## config.mk

```make
export PLATFORM = sky130hd
export DESIGN_NAME = multi_mode_crc_byte_engine
export DESIGN_NICKNAME = d
export VERILOG_FILES = /design/src/sv/mmcrc_pkg.sv /design/src/sv/mmcrc_core.sv /design/src/sv/multi_mode_crc_byte_engine.sv
export SDC_FILE = /design/constraint.sdc
export NUM_CORES = 1
export LEC_CHECK = 0
export BUFFER_PORTS_ARGS = -buffer_cell sky130_fd_sc_hd__buf_4
export CORE_MARGIN = 2
export CORE_UTILIZATION = 55
export CTS_CLUSTER_SIZE = 28
export DETAILED_ROUTE_END_ITERATION = 7
export GPL_TIMING_DRIVEN = 0
export PLACE_DENSITY = 0.83
export SYNTH_ARGS = -nofsm -noshare
export SYNTH_HDL_FRONTEND = slang
export SYNTH_SLANG_ARGS = --single-unit
export TNS_END_PERCENT = 5
```

## constraint.sdc

```tcl
create_clock -name clk -period 5.2 [get_ports clk]
set_clock_uncertainty 0.15 [all_clocks]
set_input_delay 0.26 -clock clk [delete_from_list [all_inputs] [get_ports clk]]
set_output_delay 0.26 -clock clk [all_outputs]
set_load 0.02 [all_outputs]
```

## src/sv/mmcrc_pkg.sv

```systemverilog
// shared types, register codes and crc update functions for the multi-mode crc byte engine
// no dependencies
package mmcrc_pkg;

	typedef enum logic [1:0] {
		MODE_CRC16  = 2'd0,
		MODE_XMODEM = 2'd1,
		MODE_CRC8   = 2'd2,
		MODE_NONE   = 2'd3
	} crc_mode_t;

	typedef enum logic [0:0] {
		REG_MODE = 1'b0,
		REG_SEED = 1'b1
	} reg_idx_t;

	typedef struct packed {
		crc_mode_t   mode;
		logic [15:0] seed;
	} crc_cfg_t;

	localparam logic [15:0] POLY_CRC16  = 16'hA001;
	localparam logic [15:0] POLY_XMODEM = 16'h1021;
	localparam logic [15:0] POLY_CRC8   = 16'h008C;
	localparam logic [15:0] MSB_MASK    = 16'h8000;

	// reflected crc-16, one byte
	function automatic logic [15:0] crc16_byte(input logic [15:0] crc, input logic [7:0] b);
		logic [15:0] c;
		c = crc ^ {8'h00, b};
		for (int i = 0; i < 8; i++) begin
			c = c[0] ? ((c >> 1) ^ POLY_CRC16) : (c >> 1);
		end
		return c;
	endfunction

	// msb-first ccitt, one byte
	function automatic logic [15:0] xmodem_byte(input logic [15:0] crc, input logic [7:0] b);
		logic [15:0] c;
		c = crc ^ {b, 8'h00};
		for (int i = 0; i < 8; i++) begin
			c = ((c & MSB_MASK) != 16'h0000) ? ((c << 1) ^ POLY_XMODEM) : (c << 1);
		end
		return c;
	endfunction

	// reflected crc-8 over the full 16-bit register
	function automatic logic [15:0] crc8_byte(input logic [15:0] crc, input logic [7:0] b);
		logic [15:0] c;
		c = crc ^ {8'h00, b};
		for (int i = 0; i < 8; i++) begin
			c = c[0] ? ((c >> 1) ^ POLY_CRC8) : (c >> 1);
		end
		return c;
	endfunction

endpackage

```

## src/sv/mmcrc_core.sv

```systemverilog
// running crc register and per-byte update for the three crc modes; the unused mode passes the start value through
// depends on mmcrc_pkg
module mmcrc_core
	import mmcrc_pkg::*;
(
	input  logic        clk,
	input  logic        arst_n,
	input  logic        step_en,
	input  logic [7:0]  data_byte,
	input  logic        last_byte,
	input  crc_cfg_t    cfg,
	output logic [15:0] crc_next,
	output logic        msg_open
);

	logic [15:0] running_crc_q;
	logic        msg_open_q;
	logic [15:0] crc_start;

	// a new message starts from the seed
	assign crc_start = msg_open_q ? running_crc_q : cfg.seed;

	always_comb begin
		case (cfg.mode)
			MODE_CRC16:  crc_next = crc16_byte(crc_start, data_byte);
			MODE_XMODEM: crc_next = xmodem_byte(crc_start, data_byte);
			MODE_CRC8:   crc_next = crc8_byte(crc_start, data_byte);
			default:     crc_next = crc_start;
		endcase
	end

	always_ff @(posedge clk or negedge arst_n) begin
		if (!arst_n) begin
			running_crc_q <= 16'h0000;
			msg_open_q    <= 1'b0;
		end else if (step_en) begin
			running_crc_q <= crc_next;
			msg_open_q    <= ~last_byte;
		end
	end

	assign msg_open = msg_open_q;

endmodule

```

## src/sv/multi_mode_crc_byte_engine.sv

```systemverilog
// multi-mode crc byte engine: a byte passes the input register, then the result register
// throughput one byte per cycle when m_tready does not stall; the 8 bit steps of a byte
// fold into one xor stage between the input register and the result register
// async reset clears mode, seed, running crc, message state and both valid flags
// depends on mmcrc_pkg and mmcrc_core
module multi_mode_crc_byte_engine
	import mmcrc_pkg::*;
(
	input  logic        clk,
	input  logic        arst_n,
	// config port
	input  logic        psel,
	input  logic        penable,
	input  logic        pwrite,
	input  logic [2:0]  paddr,
	input  logic [31:0] pwdata,
	output logic [31:0] prdata,
	output logic        pready,
	// input stream
	input  logic        s_tvalid,
	output logic        s_tready,
	input  logic [7:0]  s_tdata,   // [7:0] data_byte
	input  logic        s_tlast,   // last_byte
	// result stream
	output logic        m_tvalid,
	input  logic        m_tready,
	output logic [15:0] m_tdata,   // [15:0] crc_value
	output logic        m_tlast    // final_flag
);

	crc_cfg_t    cfg_q;
	logic        valid_s1;
	logic [7:0]  data_s1;
	logic        last_s1;
	logic        out_valid_q;
	logic [15:0] crc_q;
	logic        final_q;
	logic        advance;
	logic        in_take;
	logic        cfg_wr;
	reg_idx_t    reg_sel;
	logic [15:0] crc_next;
	logic        msg_open;

	assign pready  = 1'b1;
	assign reg_sel = reg_idx_t'(paddr[2]);
	assign cfg_wr  = psel & penable & pwrite & pready;

	always_ff @(posedge clk or negedge arst_n) begin
		if (!arst_n) begin
			cfg_q.mode <= MODE_CRC16;
			cfg_q.seed <= 16'h0000;
		end else if (cfg_wr) begin
			case (reg_sel)
				REG_MODE: cfg_q.mode <= crc_mode_t'(pwdata[1:0]);
				REG_SEED: cfg_q.seed <= pwdata[15:0];
				default:  cfg_q      <= cfg_q;
			endcase
		end
	end

	always_comb begin
		case (reg_sel)
			REG_MODE: prdata = {30'h0, cfg_q.mode};
			REG_SEED: prdata = {16'h0, cfg_q.seed};
			default:  prdata = 32'h0;
		endcase
	end

	// result register frees when empty or being taken
	assign advance  = valid_s1 & (~out_valid_q | m_tready);
	assign s_tready = ~valid_s1 | advance;
	assign in_take  = s_tvalid & s_tready;

	always_ff @(posedge clk or negedge arst_n) begin
		if (!arst_n) begin
			valid_s1 <= 1'b0;
		end else if (s_tready) begin
			valid_s1 <= s_tvalid;
		end
	end

	always_ff @(posedge clk) begin
		if (in_take) begin
			data_s1 <= s_tdata;
			last_s1 <= s_tlast;
		end
	end

	mmcrc_core u_core (
		.clk       (clk),
		.arst_n    (arst_n),
		.step_en   (advance),
		.data_byte (data_s1),
		.last_byte (last_s1),
		.cfg       (cfg_q),
		.crc_next  (crc_next),
		.msg_open  (msg_open)
	);

	always_ff @(posedge clk or negedge arst_n) begin
		if (!arst_n) begin
			out_valid_q <= 1'b0;
		end else if (advance) begin
			out_valid_q <= 1'b1;
		end else if (m_tready) begin
			out_valid_q <= 1'b0;
		end
	end

	always_ff @(posedge clk) begin
		if (advance) begin
			crc_q   <= crc_next;
			final_q <= last_s1;
		end
	end

	assign m_tvalid = out_valid_q;
	assign m_tdata  = crc_q;
	assign m_tlast  = final_q;

	a_stall_blocks_input: assert property (@(posedge clk) disable iff (!arst_n)
		valid_s1 && out_valid_q && !m_tready |-> !s_tready)
		else $error("input taken while both stages are full");

	a_advance_fills_out: assert property (@(posedge clk) disable iff (!arst_n)
		advance |=> m_tvalid)
		else $error("result register empty after a byte advanced");

	a_last_closes_msg: assert property (@(posedge clk) disable iff (!arst_n)
		advance |=> (msg_open == !$past(last_s1)))
		else $error("message state does not follow the last flag");

	a_result_matches_core: assert property (@(posedge clk) disable iff (!arst_n)
		advance |=> (m_tdata == $past(crc_next)))
		else $error("result register lost the computed crc");

endmodule

```

# Word level (Yosys, flattened, before mapping)
# Cells that the tools add are included.
dict set report totals {
  regBits 63
  inputBits 51
  word_cells 81
}
dict set report classes {
  n_mux 29
  n_eq_ne 2
  bitwise 36
  reduce_logical 4
}
# operator count
set op_table {}
lappend op_table {{two-way mux 16 bit} 9}
lappend op_table {{two-way mux 13 bit} 8}
lappend op_table {{two-way mux 8 bit} 8}
lappend op_table {{case mux 32 bit (2 select lines)} 1}
lappend op_table {{NOT 3 bit} 16}
lappend op_table {{case mux 16 bit (3 select lines)} 1}
lappend op_table {{NOT 2 -> 3 bit} 8}
lappend op_table {{bitwise XOR 16 bit} 1}
lappend op_table {{bitwise XOR 16 x 8 -> 16 bit} 1}
lappend op_table {{AND 1 bit} 4}
lappend op_table {{NOT 1 bit} 4}
lappend op_table {{AND reduction 2 bit} 2}
lappend op_table {{== test 2 x 1 -> 1 bit (second input constant)} 1}
lappend op_table {{== test 2 bit (second input constant)} 1}
lappend op_table {{zero test 2 bit} 1}
lappend op_table {{two-way mux 1 bit} 2}
lappend op_table {{bitwise OR 1 bit} 2}
lappend op_table {{nonzero test 2 bit} 1}

# Logic depth before layout (Yosys ltp)
# Gate-level depths: netlist (run 1).
dict set report depth {
  word_depth 19
  mapped_depth 10
  mapped_depth_nobuf 7
}

# Cells and area by module
# From an unflattened synthesis (run 1), not the netlist that was laid out.
dict set report hier_totals {
  hier_cells 341
  area_unflattened_um2 4087.7
}
# module instances area_per_inst_um2 cells_each
set modules_own_cells {}
lappend modules_own_cells {mmcrc_core 1 2225.9 231}
lappend modules_own_cells {multi_mode_crc_byte_engine 1 1861.8 110}

# Worst setup path before layout (run 1)
# No wires, ideal clock.
dict set report synth_path {
  kind {reg2reg}
  from {register u_core.msg_open_q (netlist: u_core.msg_open)}
  to {register crc_q[0] (netlist: m_tdata[0]) (data pin)}
  period_less_slack_ns 2.795
  setup_time_ns 0.264
  path_stages_with_launch 9
  n_path_buf 1
  path_slack_ns 2.405
  t_arrival_ns 2.381
  path_cell_list {dfrtp_1 buf_6 mux2i_4 xor2_2 xnor3_2 xor3_2 xnor2_2 mux2i_1 nor2_1}
}
dict set report synth_via {
  elab_chain_cells 14
}
# element line
set synth_lines {}
lappend synth_lines {{start: declaration} mmcrc_core.sv:17} ;# logic msg_open_q;
lappend synth_lines {{start signal: assignment} mmcrc_core.sv:38} ;# msg_open_q <= ~last_byte;
lappend synth_lines {{two-way mux 16 bit (*)} mmcrc_core.sv:21} ;# assign crc_start = msg_open_q ? running_crc_q : cfg.seed;
lappend synth_lines {{bitwise XOR 16 x 8 -> 16 bit} {mmcrc_pkg.sv:30, mmcrc_pkg.sv:50}}
lappend synth_lines {{NOT 3 bit (no line)} --}
lappend synth_lines {{two-way mux 8 bit} mmcrc_pkg.sv:52} ;# c = c[0] ? ((c >> 1) ^ POLY_CRC8) : (c >> 1);
lappend synth_lines {{two-way mux 8 bit / NOT 3 bit (equally long branches)} --}
lappend synth_lines {{two-way mux 8 bit (2 in a row)} mmcrc_pkg.sv:52}
lappend synth_lines {{NOT 3 bit (no line) / two-way mux 8 bit (equally long branches)} --}
lappend synth_lines {{two-way mux 8 bit} mmcrc_pkg.sv:52}
lappend synth_lines {{NOT 3 bit (no line)} --}
lappend synth_lines {{two-way mux 8 bit (3 in a row)} mmcrc_pkg.sv:52}
lappend synth_lines {{case mux 16 bit (3 select lines) (*)} mmcrc_core.sv:24} ;# case (cfg.mode)
lappend synth_lines {{named net crc_next[0]} multi_mode_crc_byte_engine.sv:42} ;# logic [15:0] crc_next;
lappend synth_lines {{end signal: assignment} multi_mode_crc_byte_engine.sv:113} ;# crc_q <= crc_next;
lappend synth_lines {{end: declaration} multi_mode_crc_byte_engine.sv:36} ;# logic [15:0] crc_q;
# Mark *: on every way through the listed nets, which the timed path passes. The rest lies on a longest branch.
# A chain may end at the register's enable or synchronous reset.

# Final worst setup path (run 1)
dict set report layout_path {
  from {register u_core.msg_open_q (netlist: u_core.msg_open)}
  to {register u_core.running_crc_q[15]}
}
dict set report layout_via {
  elab_chain_cells 12
}
# element line
set layout_lines {}
lappend layout_lines {{two-way mux 16 bit (*)} mmcrc_core.sv:21}
lappend layout_lines {{bitwise XOR 16 x 8 -> 16 bit} mmcrc_pkg.sv:30} ;# c = crc ^ {8'h00, b};
lappend layout_lines {{two-way mux 16 bit / NOT 2 -> 3 bit (equally long branches) (6 in a row)} --}
lappend layout_lines {{NOT 2 -> 3 bit (no line) / two-way mux 16 bit (equally long branches)} --}
lappend layout_lines {{two-way mux 16 bit (2 in a row)} mmcrc_pkg.sv:32} ;# c = c[0] ? ((c >> 1) ^ POLY_CRC16) : (c >> 1);
lappend layout_lines {{case mux 16 bit (3 select lines) (*)} mmcrc_core.sv:24}
lappend layout_lines {{named net crc_next[15]} multi_mode_crc_byte_engine.sv:42}
lappend layout_lines {{end signal: assignment} mmcrc_core.sv:37} ;# running_crc_q <= crc_next;
lappend layout_lines {{end: declaration} mmcrc_core.sv:16} ;# logic [15:0] running_crc_q;
# Marks and branches as above.

==> results of run 1 <==
power groups by stage:
stage	Clock [mW]	Sequential (mW)	Combinational (mW)
after global routing	0.451	0.833	1.78
after floorplan	0	0.862	1.19
after detailed placement	0	0.823	1.63
final	0.422	0.814	1.66
after global placement	0	0.817	1.60
after CTS	0.428	0.816	1.65
sequential cells by signal, indices dropped and copies added (netlist names):
name,cells
last_s1,1
m_tvalid,1
m_tdata,16
data_s1,8
u_core.msg_open,1
cfg_q,18
m_tlast,1
valid_s1,1
u_core.running_crc_q,16
per-layer routing:
| layer | part of all wire | up-vias |
|---|---|---|
| li1 | - | 1380 |
| met1 | 0.41 | 1419 |
| met2 | 0.50 | 114 |
| met3 | 0.056 | 23 |
| met4 | 0.033 | 0 |
| met5 | 0 | - |
cell families (layout without fill, tap and decap cells):
family,count (synthesis),after routing
AND/OR/NAND/NOR,75,75
XOR/XNOR,64,64
flip-flops,63,63
multiplexers,51,51
AO/OA/AOI/OAI,44,44
buffers and inverters,37,145
other,2,17
Yosys cell counts, drive strengths merged (2+ instances only):
master  number
xnor2       38
nor3         2
clkbuf      15
a21oi        5
nand2       35
o21ai       12
conb         2
nor2         6
mux2        32
o211ai       6
buf         20
or3          3
a22o         3
and2        15
a31oi        4
mux2i       18
xor3         3
nand3b       2
edfxtp      26
nand2b       7
o22ai        3
xnor3        6
xor2        17
o31ai        3
nor2b        2
dfrtp       37
metrics by stage:
| stage | hold slack, ps | cell area (um2) | utilization | setup WS [ps] | power, mW |
|---|---|---|---|---|---|
| finish | 5.559 | 5045 | 0.7385 | 2092 | 2.896 |
| global placement | 106.2 | 4592 | 0.6722 | 2159 | 2.415 |
| global route | 6.785 | 5045 | 0.7385 | 1947 | 3.065 |
| floorplan | -185.6 | 3976 | - | 2405 | 2.056 |
| CTS | 3.210 | 5044 | 0.7383 | 2061 | 2.892 |
| detailed placement | 112.3 | 4592 | 0.6722 | 2090 | 2.449 |
critical path, delay by kind of cell (launching register included):
kind	cells	cell delay, ps
XOR/XNOR	4	1300
buffers and inverters	1	160
flip-flops	1	350
multiplexers	2	700
AO/OA/AOI/OAI	1	370
worst paths after layout:
kind                       slack, ps  cells past startpoint            start                        to
setup / recovery                2090                      8  u_core.msg_open  u_core.running_crc_q[15]
hold / removal                     6                      2        pwdata[1]                  cfg_q[1]
setup reg to reg                2090                      8  u_core.msg_open  u_core.running_crc_q[15]
hold reg to reg                  310                      0          last_s1                   m_tlast
max in group asynchronous       4290                      2           arst_n                  m_tvalid
min in group asynchronous        250                      2           arst_n  u_core.running_crc_q[10]
cell usage in the layout (no fill, tap or decap), drive strengths merged, types with 4 or more instances in the layout:
| cell | n |
|---|---|
| a21oi | 5 |
| a31oi | 4 |
| and2 | 15 |
| buf | 86 |
| clkbuf | 27 |
| conb | 17 |
| dfrtp | 37 |
| dlygate4sd3 | 26 |
| edfxtp | 26 |
| mux2 | 32 |
| mux2i | 18 |
| nand2 | 35 |
| nand2b | 7 |
| nor2 | 6 |
| o211ai | 6 |
| o21ai | 12 |
| xnor2 | 38 |
| xnor3 | 6 |
| xor2 | 17 |
final cells by class:
cell class	count	area [um2]
Clock buffer	12	145.1
Inverter	2	7.507
Fill cell	509	1787
Tap cell	96	120.1
Multi-Input combinational cell	251	2052
Buffer	35	211.5
Clock inverter	4	46.29
Sequential cell	63	1707
Timing Repair Buffer	92	755.7
==> reports/metrics.cfg, run 1 <==
[outcome]
outcome=finished clean

[clock_tree]
cts.repair_timing.setup_buffer_count=0
clk_transition_reported_paths_ps=70
ctsResizeCount=0
tritoncts_clock_tree=done
clock_latency_ps=350
postCtsHoldBufs=26
cts_sinks=63
cts_root_buf=sky130_fd_sc_hd__clkbuf_8
cts_made_buffers=9
cts-htree-levels=3
ctsLongestPathBuffers=2

[critical_path]
worst-path-max-fanout=7
crit_path_end_kind=flop
crit_path_top_delay_cell=sky130_fd_sc_hd__mux2i_1
path_cells=buf_6 -> mux2i_1 -> xnor2_2 -> xnor3_2 -> xor3_2 -> xnor2_2 -> o31ai_1 -> mux2_2
crit_path_frequent_cell=sky130_fd_sc_hd__xnor2_2
crit_path_max_cell_delay_ps=470
crit_type=flop to flop
data_arrival_time_of_the_critical_path_ps=3250
cp_data_required_time_ps=5340
setup.worst_path.start_class=flop

[synth]
number_of_distinct_library_cells_after_synthesis=50
post_synth_and_or_nand_nor_area_fraction=0.09448
post_synth_xor_area_fraction=0.1858
dominantRegCellSynth=sky130_fd_sc_hd__dfrtp_1
synth_top_family_by_area=XOR/XNOR gates
synth_largest_type_area_fraction=0.2362
syn-cell-area_mm2=0.003920
postSynthRegisterBits=63
mean_cell_area_of_the_mapped_netlist_um2=11.67
synth_enable_flop_cells=26
synthDominantAreaCellType=sky130_fd_sc_hd__dfrtp_1
post_synth_mux_area_share=0.1510
synth_warnings=0
synth_compound_area_frac=0.07597
synth_adder_area_share=0
synth_area_leaders=sky130_fd_sc_hd__dfrtp_1, sky130_fd_sc_hd__edfxtp_1, sky130_fd_sc_hd__mux2_2
synthesis.instances=336
synth-async-reset-ratio=0.5873
synth_seq_area_share=0.4354

[drt]
drt_drc_violations_left=0
vias_post_dr=2936
route.antenna.remaining_nets=0
drt-wirelength-per-cell_um=17.56
avgViaCountPerCell=5.290
drtIter0Drc=123
drt_wl_total_um=9747
firstDrtPassIters=4

[floorplan]
core_area_mm2=0.006832
num_rows=30
start_util=0.5738
boundaryPins=103
die-height_um=88.43
dieArea_mm2=0.007819
fp.dieW_um=88.43

[power]
static-leakage-power_nw=2.200
power.net_switching_mw=1.137
power.share.combinational=0.573
clock_power_share=0.146
intPower_mw=1.759
pwr_density_cell_mw_per_mm2=574.0
worst_supply_voltage_drop_on_vdd_uv=276.0
power_switching_share=0.3926
power.share.sequential=0.281

[global_route]
grt_start_max_net_pins=38
grt_pass1_vias=2898
grt-busiest-layer=met2
globalRouteMet2Util=0.4402
met1_usage=0.3271
grt-ovfl-total=0
total_track_usage=0.2635
antenna_found_initial=0
grtUsageMet3=0.06157
grt_first_pass_wirelength_um=14990

[flow_run]
drv.max_cap_violation_count=0

[timing]
drv_slew=0
total_setup_violations_reported_at_the_end_of_the_flow=0
final.period_utilization=0.5977
slew_headroom=0.4374
finalHoldViolCount=0
min_cycle_time_layout_ps=3108
fin_tns_setup_ps=0
max_freq_ghz=0.3217
rsz0062_at_grt=false
timing_worst_slew_pin_value_ps=837.9

[place]
place_congestion=0.9337
buffer_ports.inserted=66
dpl.hpwl_um=6976
placedCellCount=513

[final_layout]
finalNonFillerCells=555
insertedDiodeCount=0
final_layout_size_suffix_gt1_frac=0.3115
finish.net_count=505
layout-area-overhead-vs-synth_pct=28.69

[min_path]
kind_of_path_behind_the_tightest_hold_check=input port to flop

(Power assumes the default switching activity.)
==> inputs of run 2 (changes only) <==
--- a/config.mk
+++ b/config.mk
@@ -5,13 +5,14 @@
 export SDC_FILE = /design/constraint.sdc
 export NUM_CORES = 1
 export LEC_CHECK = 0
+export ABC_AREA = 1
 export BUFFER_PORTS_ARGS = -buffer_cell sky130_fd_sc_hd__buf_4
 export CORE_MARGIN = 2
-export CORE_UTILIZATION = 55
+export CORE_UTILIZATION = 49
 export CTS_CLUSTER_SIZE = 28
 export DETAILED_ROUTE_END_ITERATION = 7
 export GPL_TIMING_DRIVEN = 0
-export PLACE_DENSITY = 0.83
+export PLACE_DENSITY = 0.77
 export SYNTH_ARGS = -nofsm -noshare
 export SYNTH_HDL_FRONTEND = slang
 export SYNTH_SLANG_ARGS = --single-unit
==> constraint.sdc (replaced) <==
create_clock -name clk -period 2.65 [get_ports clk]
set_clock_uncertainty 0.15 [all_clocks]
set_input_delay 0.1325 -clock clk [delete_from_list [all_inputs] [get_ports clk]]
set_output_delay 0.1325 -clock clk [all_outputs]
set_load 0.02 [all_outputs]
==> reports/metrics.cfg, run 2 <==
[timing]
total_setup_violations_reported_at_the_end_of_the_flow=0  ; unchanged
timing_worst_slew_pin_value_ps=646.5  ; -191.4 ps
drv_slew=0  ; unchanged
fin_tns_setup_ps=0  ; unchanged
max_freq_ghz=0.3876  ; +20%
min_cycle_time_layout_ps=2580  ; -528.3 ps
rsz0062_at_grt=true
finalHoldViolCount=0  ; unchanged
final.period_utilization=0.9735  ; +0.3758
slew_headroom=0.5674  ; +0.1300

[power]
power.share.sequential=0.268  ; -0.013
clock_power_share=0.163  ; +0.017
pwr_density_cell_mw_per_mm2=1027  ; +79%
power.share.combinational=0.569  ; -0.004
totalPowerFinal_mw=5.652  ; +95%
worst_supply_voltage_drop_on_vdd_uv=462.3  ; +68%
power.net_switching_mw=2.673  ; +140%
static-leakage-power_nw=2.857  ; +30%
power_switching_share=0.4730  ; +0.08043
intPower_mw=2.979  ; +69%

[critical_path]
cp_top_family=compound AO/OA/AOI/OAI gates
data_arrival_time_of_the_critical_path_ps=2510  ; -740 ps
crit_path_frequent_cell=sky130_fd_sc_hd__buf_6
setup.reg_to_reg.worst_slack_ps=70  ; -2020 ps
cp_data_required_time_ps=2580  ; -2760 ps
crit_path_max_cell_delay_ps=380  ; -90 ps
path_cells=buf_6 -> buf_6 -> nand2_1 -> o21a_1 -> xor2_4 -> xor2_1 -> nor2_1 -> o21ai_0 -> a21boi_0
crit-reg2reg-capture=m_tdata[5]
crit_type=flop to flop
setup.worst_path.start_class=flop
crit_path_top_delay_cell=sky130_fd_sc_hd__dfrtp_1
critical_path.n_buffers_inverters=2  ; +1
r2r-start=u_core.msg_open
ff2ff_path_depth=9  ; +1
crit_path_end_kind=flop
worst-path-max-fanout=10  ; +3

[clock_tree]
ctsLongestPathBuffers=2  ; unchanged
cts_made_buffers=9  ; unchanged
cts_root_buf=sky130_fd_sc_hd__clkbuf_8
cts.repair_timing.setup_buffer_count=0  ; unchanged
tritoncts_clock_tree=done
cts_sinks=63  ; unchanged
cts-htree-levels=3  ; unchanged
clk_transition_reported_paths_ps=80  ; about the same
clock_latency_ps=350  ; about the same

[floorplan]
dieArea_mm2=0.009382  ; +20%
boundaryPins=103  ; unchanged
num_rows=33  ; +10%
start_util=0.5091  ; -0.06469
core_area_mm2=0.008299  ; +21%
die-height_um=96.86  ; +9.5%
fp.dieW_um=96.86  ; +9.5%

[min_path]
kind_of_path_behind_the_tightest_hold_check=input port to async pin

[synth]
syn-cell-area_mm2=0.004225  ; +7.8%
synth_area_leaders=sky130_fd_sc_hd__dfrtp_1, sky130_fd_sc_hd__nand2_1, sky130_fd_sc_hd__edfxtp_1
synth_warnings=0  ; unchanged
number_of_distinct_library_cells_after_synthesis=43  ; -14%
dominantRegCellSynth=sky130_fd_sc_hd__dfrtp_1
synth_seq_area_share=0.4039  ; -0.03146
postSynthRegisterBits=63  ; unchanged
synth-async-reset-ratio=0.5873  ; unchanged
synthesis.instances=564  ; +68%
synth_largest_type_area_fraction=0.2191  ; -0.01707
synth.top_cells.by_count=sky130_fd_sc_hd__nand2_1, sky130_fd_sc_hd__inv_1, sky130_fd_sc_hd__nand3_1
mean_cell_area_of_the_mapped_netlist_um2=7.492  ; -36%
synth_enable_flop_cells=26  ; unchanged
synthDominantAreaCellType=sky130_fd_sc_hd__dfrtp_1
yosys.cell_count.top_type=sky130_fd_sc_hd__nand2_1

[drt]
detail_route.wirelength.met1_um=5277  ; +32%
vias_post_dr=4059  ; +38%
met3_wire_length_um=658  ; +21%
avgViaCountPerCell=5.099  ; -3.6%
met2RoutedLength_um=5714  ; +17%
drtIter0Drc=280  ; +130%
firstDrtPassIters=5  ; +1
drt_wl_total_um=12140  ; +25%
route.antenna.remaining_nets=0  ; unchanged
drt-wirelength-per-cell_um=15.25  ; -13%
drt_drc_violations_left=0  ; unchanged
route.top_layer_used=met4

[global_route]
total_track_usage=0.2612  ; -0.002290
grt_start_max_net_pins=38  ; unchanged
grt_pass1_vias=3916  ; +35%
antenna_found_initial=0  ; unchanged
grt-ovfl-total=0  ; unchanged
grt_first_pass_wirelength_um=19310  ; +29%

[place]
place_congestion=0.9892  ; +5.9%
buffer_ports.inserted=67  ; +1.5%
dpl.hpwl_um=9120  ; +31%

[outcome]
outcome=finished clean

[final_layout]
largest_register_ffs=18  ; unchanged
insertedDiodeCount=0  ; unchanged
most_frequent_standard_cell_in_the_layout_excluding_fill_and_tap_cells=sky130_fd_sc_hd__nand2_1
registers.top_by_ff_count=cfg_q
fillerInstances=677  ; +33%
layout.cells.most_common_list=sky130_fd_sc_hd__nand2_1, sky130_fd_sc_hd__buf_4, sky130_fd_sc_hd__inv_1
final_layout_size_suffix_gt1_frac=0.2344  ; -0.07710
layout-area-overhead-vs-synth_pct=30.26
finish.net_count=737  ; +46%

[flow_run]
drv.max_cap_violation_count=0  ; unchanged

-- run 2: cell count changes after synthesis, moves of 5 or more --
cell                       before  now
sky130_fd_sc_hd__nand3_1        0   56
sky130_fd_sc_hd__xnor2_1       34    4
sky130_fd_sc_hd__xnor3_1        5    0
sky130_fd_sc_hd__mux2_2        32   12
sky130_fd_sc_hd__nor2_1         6   17
sky130_fd_sc_hd__xor2_2         1    6
sky130_fd_sc_hd__clkbuf_1      15   10
sky130_fd_sc_hd__inv_1          1   70
sky130_fd_sc_hd__mux2i_1       15    0
sky130_fd_sc_hd__nand2b_1       7    0
sky130_fd_sc_hd__nand2_2        0   11
sky130_fd_sc_hd__and2_1        15    1
sky130_fd_sc_hd__o21ai_0       11   20
sky130_fd_sc_hd__nand2_1       35  215
-- run 2: cell type report --
class	count	area (um2)	area share
buffer	31	211.5	0.03842
clock buffer	10	148.9	0.02705
clock inverter	6	72.57	0.01318
inverter	74	282.8	0.05138
multi-input combinational	411	2157	0.3919
sequential	63	1707	0.3101
tap	105	131.4	0.02387
timing repair buffer	96	793.3	0.1441
-- run 2: routing by layer --
metal / global-route usage / vias up
met5: 0 / -
met4: 0.1322 / 0
met3: 0.03685 / 35
met2: 0.4204 / 170
met1: 0.3449 / 1870
li1: - / 1984
-- run 2: how the worst max path moves through the flow --
| stage | cells after the start | slack [ps] | to | from |
|---|---|---|---|---|
| 2_1_floorplan | 11 | 520 | m_tdata[6] | u_core.msg_open |
| 3_3_place_gp | 9 | 40 | m_tdata[5] | u_core.msg_open |
| 3_5_place_dp | 9 | 40 | m_tdata[5] | u_core.msg_open |
| 4_1_cts | 9 | 10 | m_tdata[5] | u_core.msg_open |
| 5_1_grt | 20 | -30 | u_core.running_crc_q[0] | u_core.msg_open |
| 6_report | 9 | 70 | m_tdata[5] | u_core.msg_open |
-- run 2: through the flow --
step	setup slack, ps	util	hold WS (ps)	cell area [um2]	instances
2_1_floorplan	524.0	-	-313.1	4282	579
6_report	70.21	0.6632	119.4	5504	796
4_1_cts	11.52	0.6540	115.3	5428	796
3_5_place_dp	36.84	0.5923	-25.46	4916	751
3_3_place_gp	44.06	0.5923	-30.69	4916	751
5_1_grt	-29.64	0.6632	164.5	5504	796
-- run 2: logic make-up after synthesis --
group                  count (synthesis)  synth area share
multiplexers                          12           0.03198
buffers and inverters                105            0.1167
XOR/XNOR                              26           0.06455
flip-flops                            63            0.4039
AND/OR/NAND/NOR                      311            0.3086
AO/OA/AOI/OAI                         45           0.07255
other                                  2          0.001777
-- run 2: repair_timing --
action | in CTS | in global routing
endpoints found under the setup margin | 0 | 14
hold endpoints to repair | 66 | 0
hold buffers | 29 | 0
gates resized for setup | 0 | 17
-- run 2: power by group through the flow --
stage               clock network, mW  registers [mW]  logic, mW
finish                          0.923            1.51       3.22
global route                    0.977            1.55       3.52
CTS                             0.932            1.51       3.09
detailed placement                  0            1.53       3.04
global placement                    0            1.52       2.97
floorplan                           0            1.62       2.07
==> inputs of run 3 (changes only) <==
--- a/config.mk
+++ b/config.mk
@@ -5,10 +5,9 @@
 export SDC_FILE = /design/constraint.sdc
 export NUM_CORES = 1
 export LEC_CHECK = 0
-export ABC_AREA = 1
 export BUFFER_PORTS_ARGS = -buffer_cell sky130_fd_sc_hd__buf_4
 export CORE_MARGIN = 2
-export CORE_UTILIZATION = 49
+export CORE_UTILIZATION = 48
 export CTS_CLUSTER_SIZE = 28
 export DETAILED_ROUTE_END_ITERATION = 7
 export GPL_TIMING_DRIVEN = 0
==> reports/metrics.cfg, run 3 (synthesis gave the netlist of run 1 again) <==
[drt]
avgViaCountPerCell=5.204  ; +2.0%
route.antenna.remaining_nets=0  ; unchanged
drt_wl_total_um=9757  ; -20%
drtIter0Drc=156  ; -44%
vias_post_dr=2966  ; -27%
drt-wirelength-per-cell_um=17.12  ; +12%
drt_drc_violations_left=0  ; unchanged
firstDrtPassIters=4  ; -1

[critical_path]
ff2ff_path_depth=10  ; +1
data_arrival_time_of_the_critical_path_ps=2860  ; +350 ps
setup.reg_to_reg.worst_slack_ps=-140  ; -210 ps
crit-reg2reg-capture=u_core.running_crc_q[0]
worst-path-max-fanout=10  ; unchanged
cp_data_required_time_ps=2720  ; +140 ps
crit_path_end_kind=flop
setup.worst_path.start_class=flop
crit_type=flop to flop
r2r-start=u_core.msg_open

[clock_tree]
cts_root_buf=sky130_fd_sc_hd__clkbuf_8
clk_transition_reported_paths_ps=70  ; about the same
tritoncts_clock_tree=done
clock_latency_ps=350  ; about the same
cts-htree-levels=3  ; unchanged
ctsLongestPathBuffers=2  ; unchanged
cts_sinks=63  ; unchanged
cts_made_buffers=9  ; unchanged

[timing]
timing_worst_slew_pin_value_ps=642.9  ; -3.596 ps
total_setup_violations_reported_at_the_end_of_the_flow=8  ; +8
finalHoldViolCount=0  ; unchanged
rsz0062_at_grt=true
fin_tns_setup_ps=-593.4  ; -593.4 ps
min_cycle_time_layout_ps=2791  ; +211.6 ps
max_freq_ghz=0.3582  ; -7.6%
final.period_utilization=1.053  ; +0.07986
slew_headroom=0.5714  ; +0.003989
drv_slew=0  ; unchanged
setup_ws_ps=-141.4  ; -211.6 ps

[power]
power.share.combinational=0.581  ; +0.012
clock_power_share=0.159  ; -0.004
worst_supply_voltage_drop_on_vdd_uv=486.7  ; +5.3%
power_switching_share=0.3850  ; -0.08799
totalPowerFinal_mw=6.313  ; +12%
pwr_density_cell_mw_per_mm2=1158  ; +13%
power.share.sequential=0.261  ; -0.007
static-leakage-power_nw=2.330  ; -18%
power.net_switching_mw=2.431  ; -9.1%
intPower_mw=3.882  ; +30%

[min_path]
worstHoldEndpoint=cfg_q[16]
kind_of_path_behind_the_tightest_hold_check=input port to flop
hold_path_startpoint=penable
holdPathStages=3

[floorplan]
core_area_mm2=0.007807  ; -5.9%
die-height_um=94.37  ; -2.6%
dieArea_mm2=0.008906  ; -5.1%
num_rows=32  ; -3.0%
fp.dieW_um=94.37  ; -2.6%
start_util=0.5021  ; -0.007038
boundaryPins=103  ; unchanged

[final_layout]
final_layout_size_suffix_gt1_frac=0.3697  ; +0.1352
layout-area-overhead-vs-synth_pct=39.04
insertedDiodeCount=0  ; unchanged
layout.cells.most_common_list=sky130_fd_sc_hd__buf_4, sky130_fd_sc_hd__dfrtp_1, sky130_fd_sc_hd__nand2_1
finish.net_count=514  ; -30%
most_frequent_standard_cell_in_the_layout_excluding_fill_and_tap_cells=sky130_fd_sc_hd__buf_4
largest_register_ffs=18  ; unchanged
registers.top_by_ff_count=cfg_q
fillerInstances=587  ; -13%

[global_route]
grt-ovfl-total=0  ; unchanged
antenna_found_initial=0  ; unchanged
grt_first_pass_wirelength_um=15230  ; -21%
total_track_usage=0.2319  ; -0.02926
grt_start_max_net_pins=38  ; unchanged
grt_pass1_vias=2954  ; -25%

[outcome]
outcome=finished with violations
violations=negative setup slack

[flow_run]
drv.max_cap_violation_count=0  ; unchanged

[place]
dpl.hpwl_um=7062  ; -23%
place_congestion=0.9325  ; -5.7%
buffer_ports.inserted=66  ; -1.5%

run 3: cell types whose count changed in the layout (fill, tap and decap cells not counted), sizes merged, moves of 6 or more:
cell and delta:
mux2 +20, nand2 -191, inv -75, nor2 -11, and2 +14, nand3 -56, xnor3 +6, xnor2 +34
o21ai -13, mux2i +18, nand2b +7
run 3: how the worst max path moves through the flow:
| stage | depth (start not counted) | from | endpoint |
|---|---|---|---|
| after floorplan | 8 | u_core.msg_open | m_tdata[0] |
| after global placement | 8 | u_core.msg_open | m_tdata[0] |
| after detailed placement | 8 | u_core.msg_open | m_tdata[0] |
| after CTS | 9 | u_core.msg_open | u_core.running_crc_q[0] |
| after global routing | 10 | u_core.msg_open | u_core.running_crc_q[0] |
| final | 10 | u_core.msg_open | u_core.running_crc_q[0] |
run 3: timing repair:
| item | 4_1_cts | 5_1_grt |
|---|---|---|
| hold buffers | 29 | 0 |
| buffers inserted | 6 | 0 |
| gates cloned | 0 | 0 |
| setup endpoints to repair | 26 | 23 |
| endpoints found under the hold margin | 66 | 0 |
| pin swaps | 5 | 1 |
| gates resized for setup | 32 | 5 |
run 3: power groups by stage:
stage	clock network (mW)	registers [mW]	logic, mW
finish	1.00	1.65	3.67
global route	1.05	1.68	3.92
CTS	1.01	1.65	3.58
detailed placement	0	1.62	3.25
global placement	0	1.60	3.22
floorplan	0	1.70	2.38
run 3: per-stage QoR:
| stage | instances | hold slack (ps) | instance area (um2) | util | setup slack (ps) |
|---|---|---|---|---|---|
| floorplan | 351 | -313.1 | 4011 | - | -32.83 |
| global placement | 519 | -18.94 | 4634 | 0.5936 | -458.6 |
| detailed placement | 519 | -14.41 | 4634 | 0.5936 | -435.0 |
| CTS | 570 | 37.89 | 5423 | 0.6946 | -109.0 |
| global route | 570 | 46.27 | 5450 | 0.6981 | -226.2 |
| finish | 570 | 44.48 | 5450 | 0.6981 | -141.4 |
run 3: area by class of cell:
class	instances	area [um2]	area share
plain buffers	35	230.2	0.04224
clock buffers	10	127.6	0.02342
inverters	2	7.507	0.001377
repair buffers	101	830.8	0.1524
clock inverters	6	108.9	0.01997
well taps	102	127.6	0.02342
multi-input cells	251	2311	0.4240
flip-flops and latches	63	1707	0.3131
run 3: critical path: stages, from the launching register on:
cell,delay [ps]
sky130_fd_sc_hd__dfrtp_1,370
sky130_fd_sc_hd__buf_12,170
sky130_fd_sc_hd__buf_12,180
sky130_fd_sc_hd__mux2i_4,320
sky130_fd_sc_hd__xnor2_2,200
sky130_fd_sc_hd__xnor2_2,170
sky130_fd_sc_hd__xor3_2,400
sky130_fd_sc_hd__xnor2_2,210
sky130_fd_sc_hd__mux2i_1,280
sky130_fd_sc_hd__buf_4,150
sky130_fd_sc_hd__o31ai_2,50
run 3: routing by layer:
| layer | wire length, um | global-route usage |
|---|---|---|
| met1 | 4099 | 0.2913 |
| met2 | 5027 | 0.4018 |
| met3 | 502 | 0.04789 |
| met4 | 127 | 0.07609 |
| met5 | 0 | 0 |
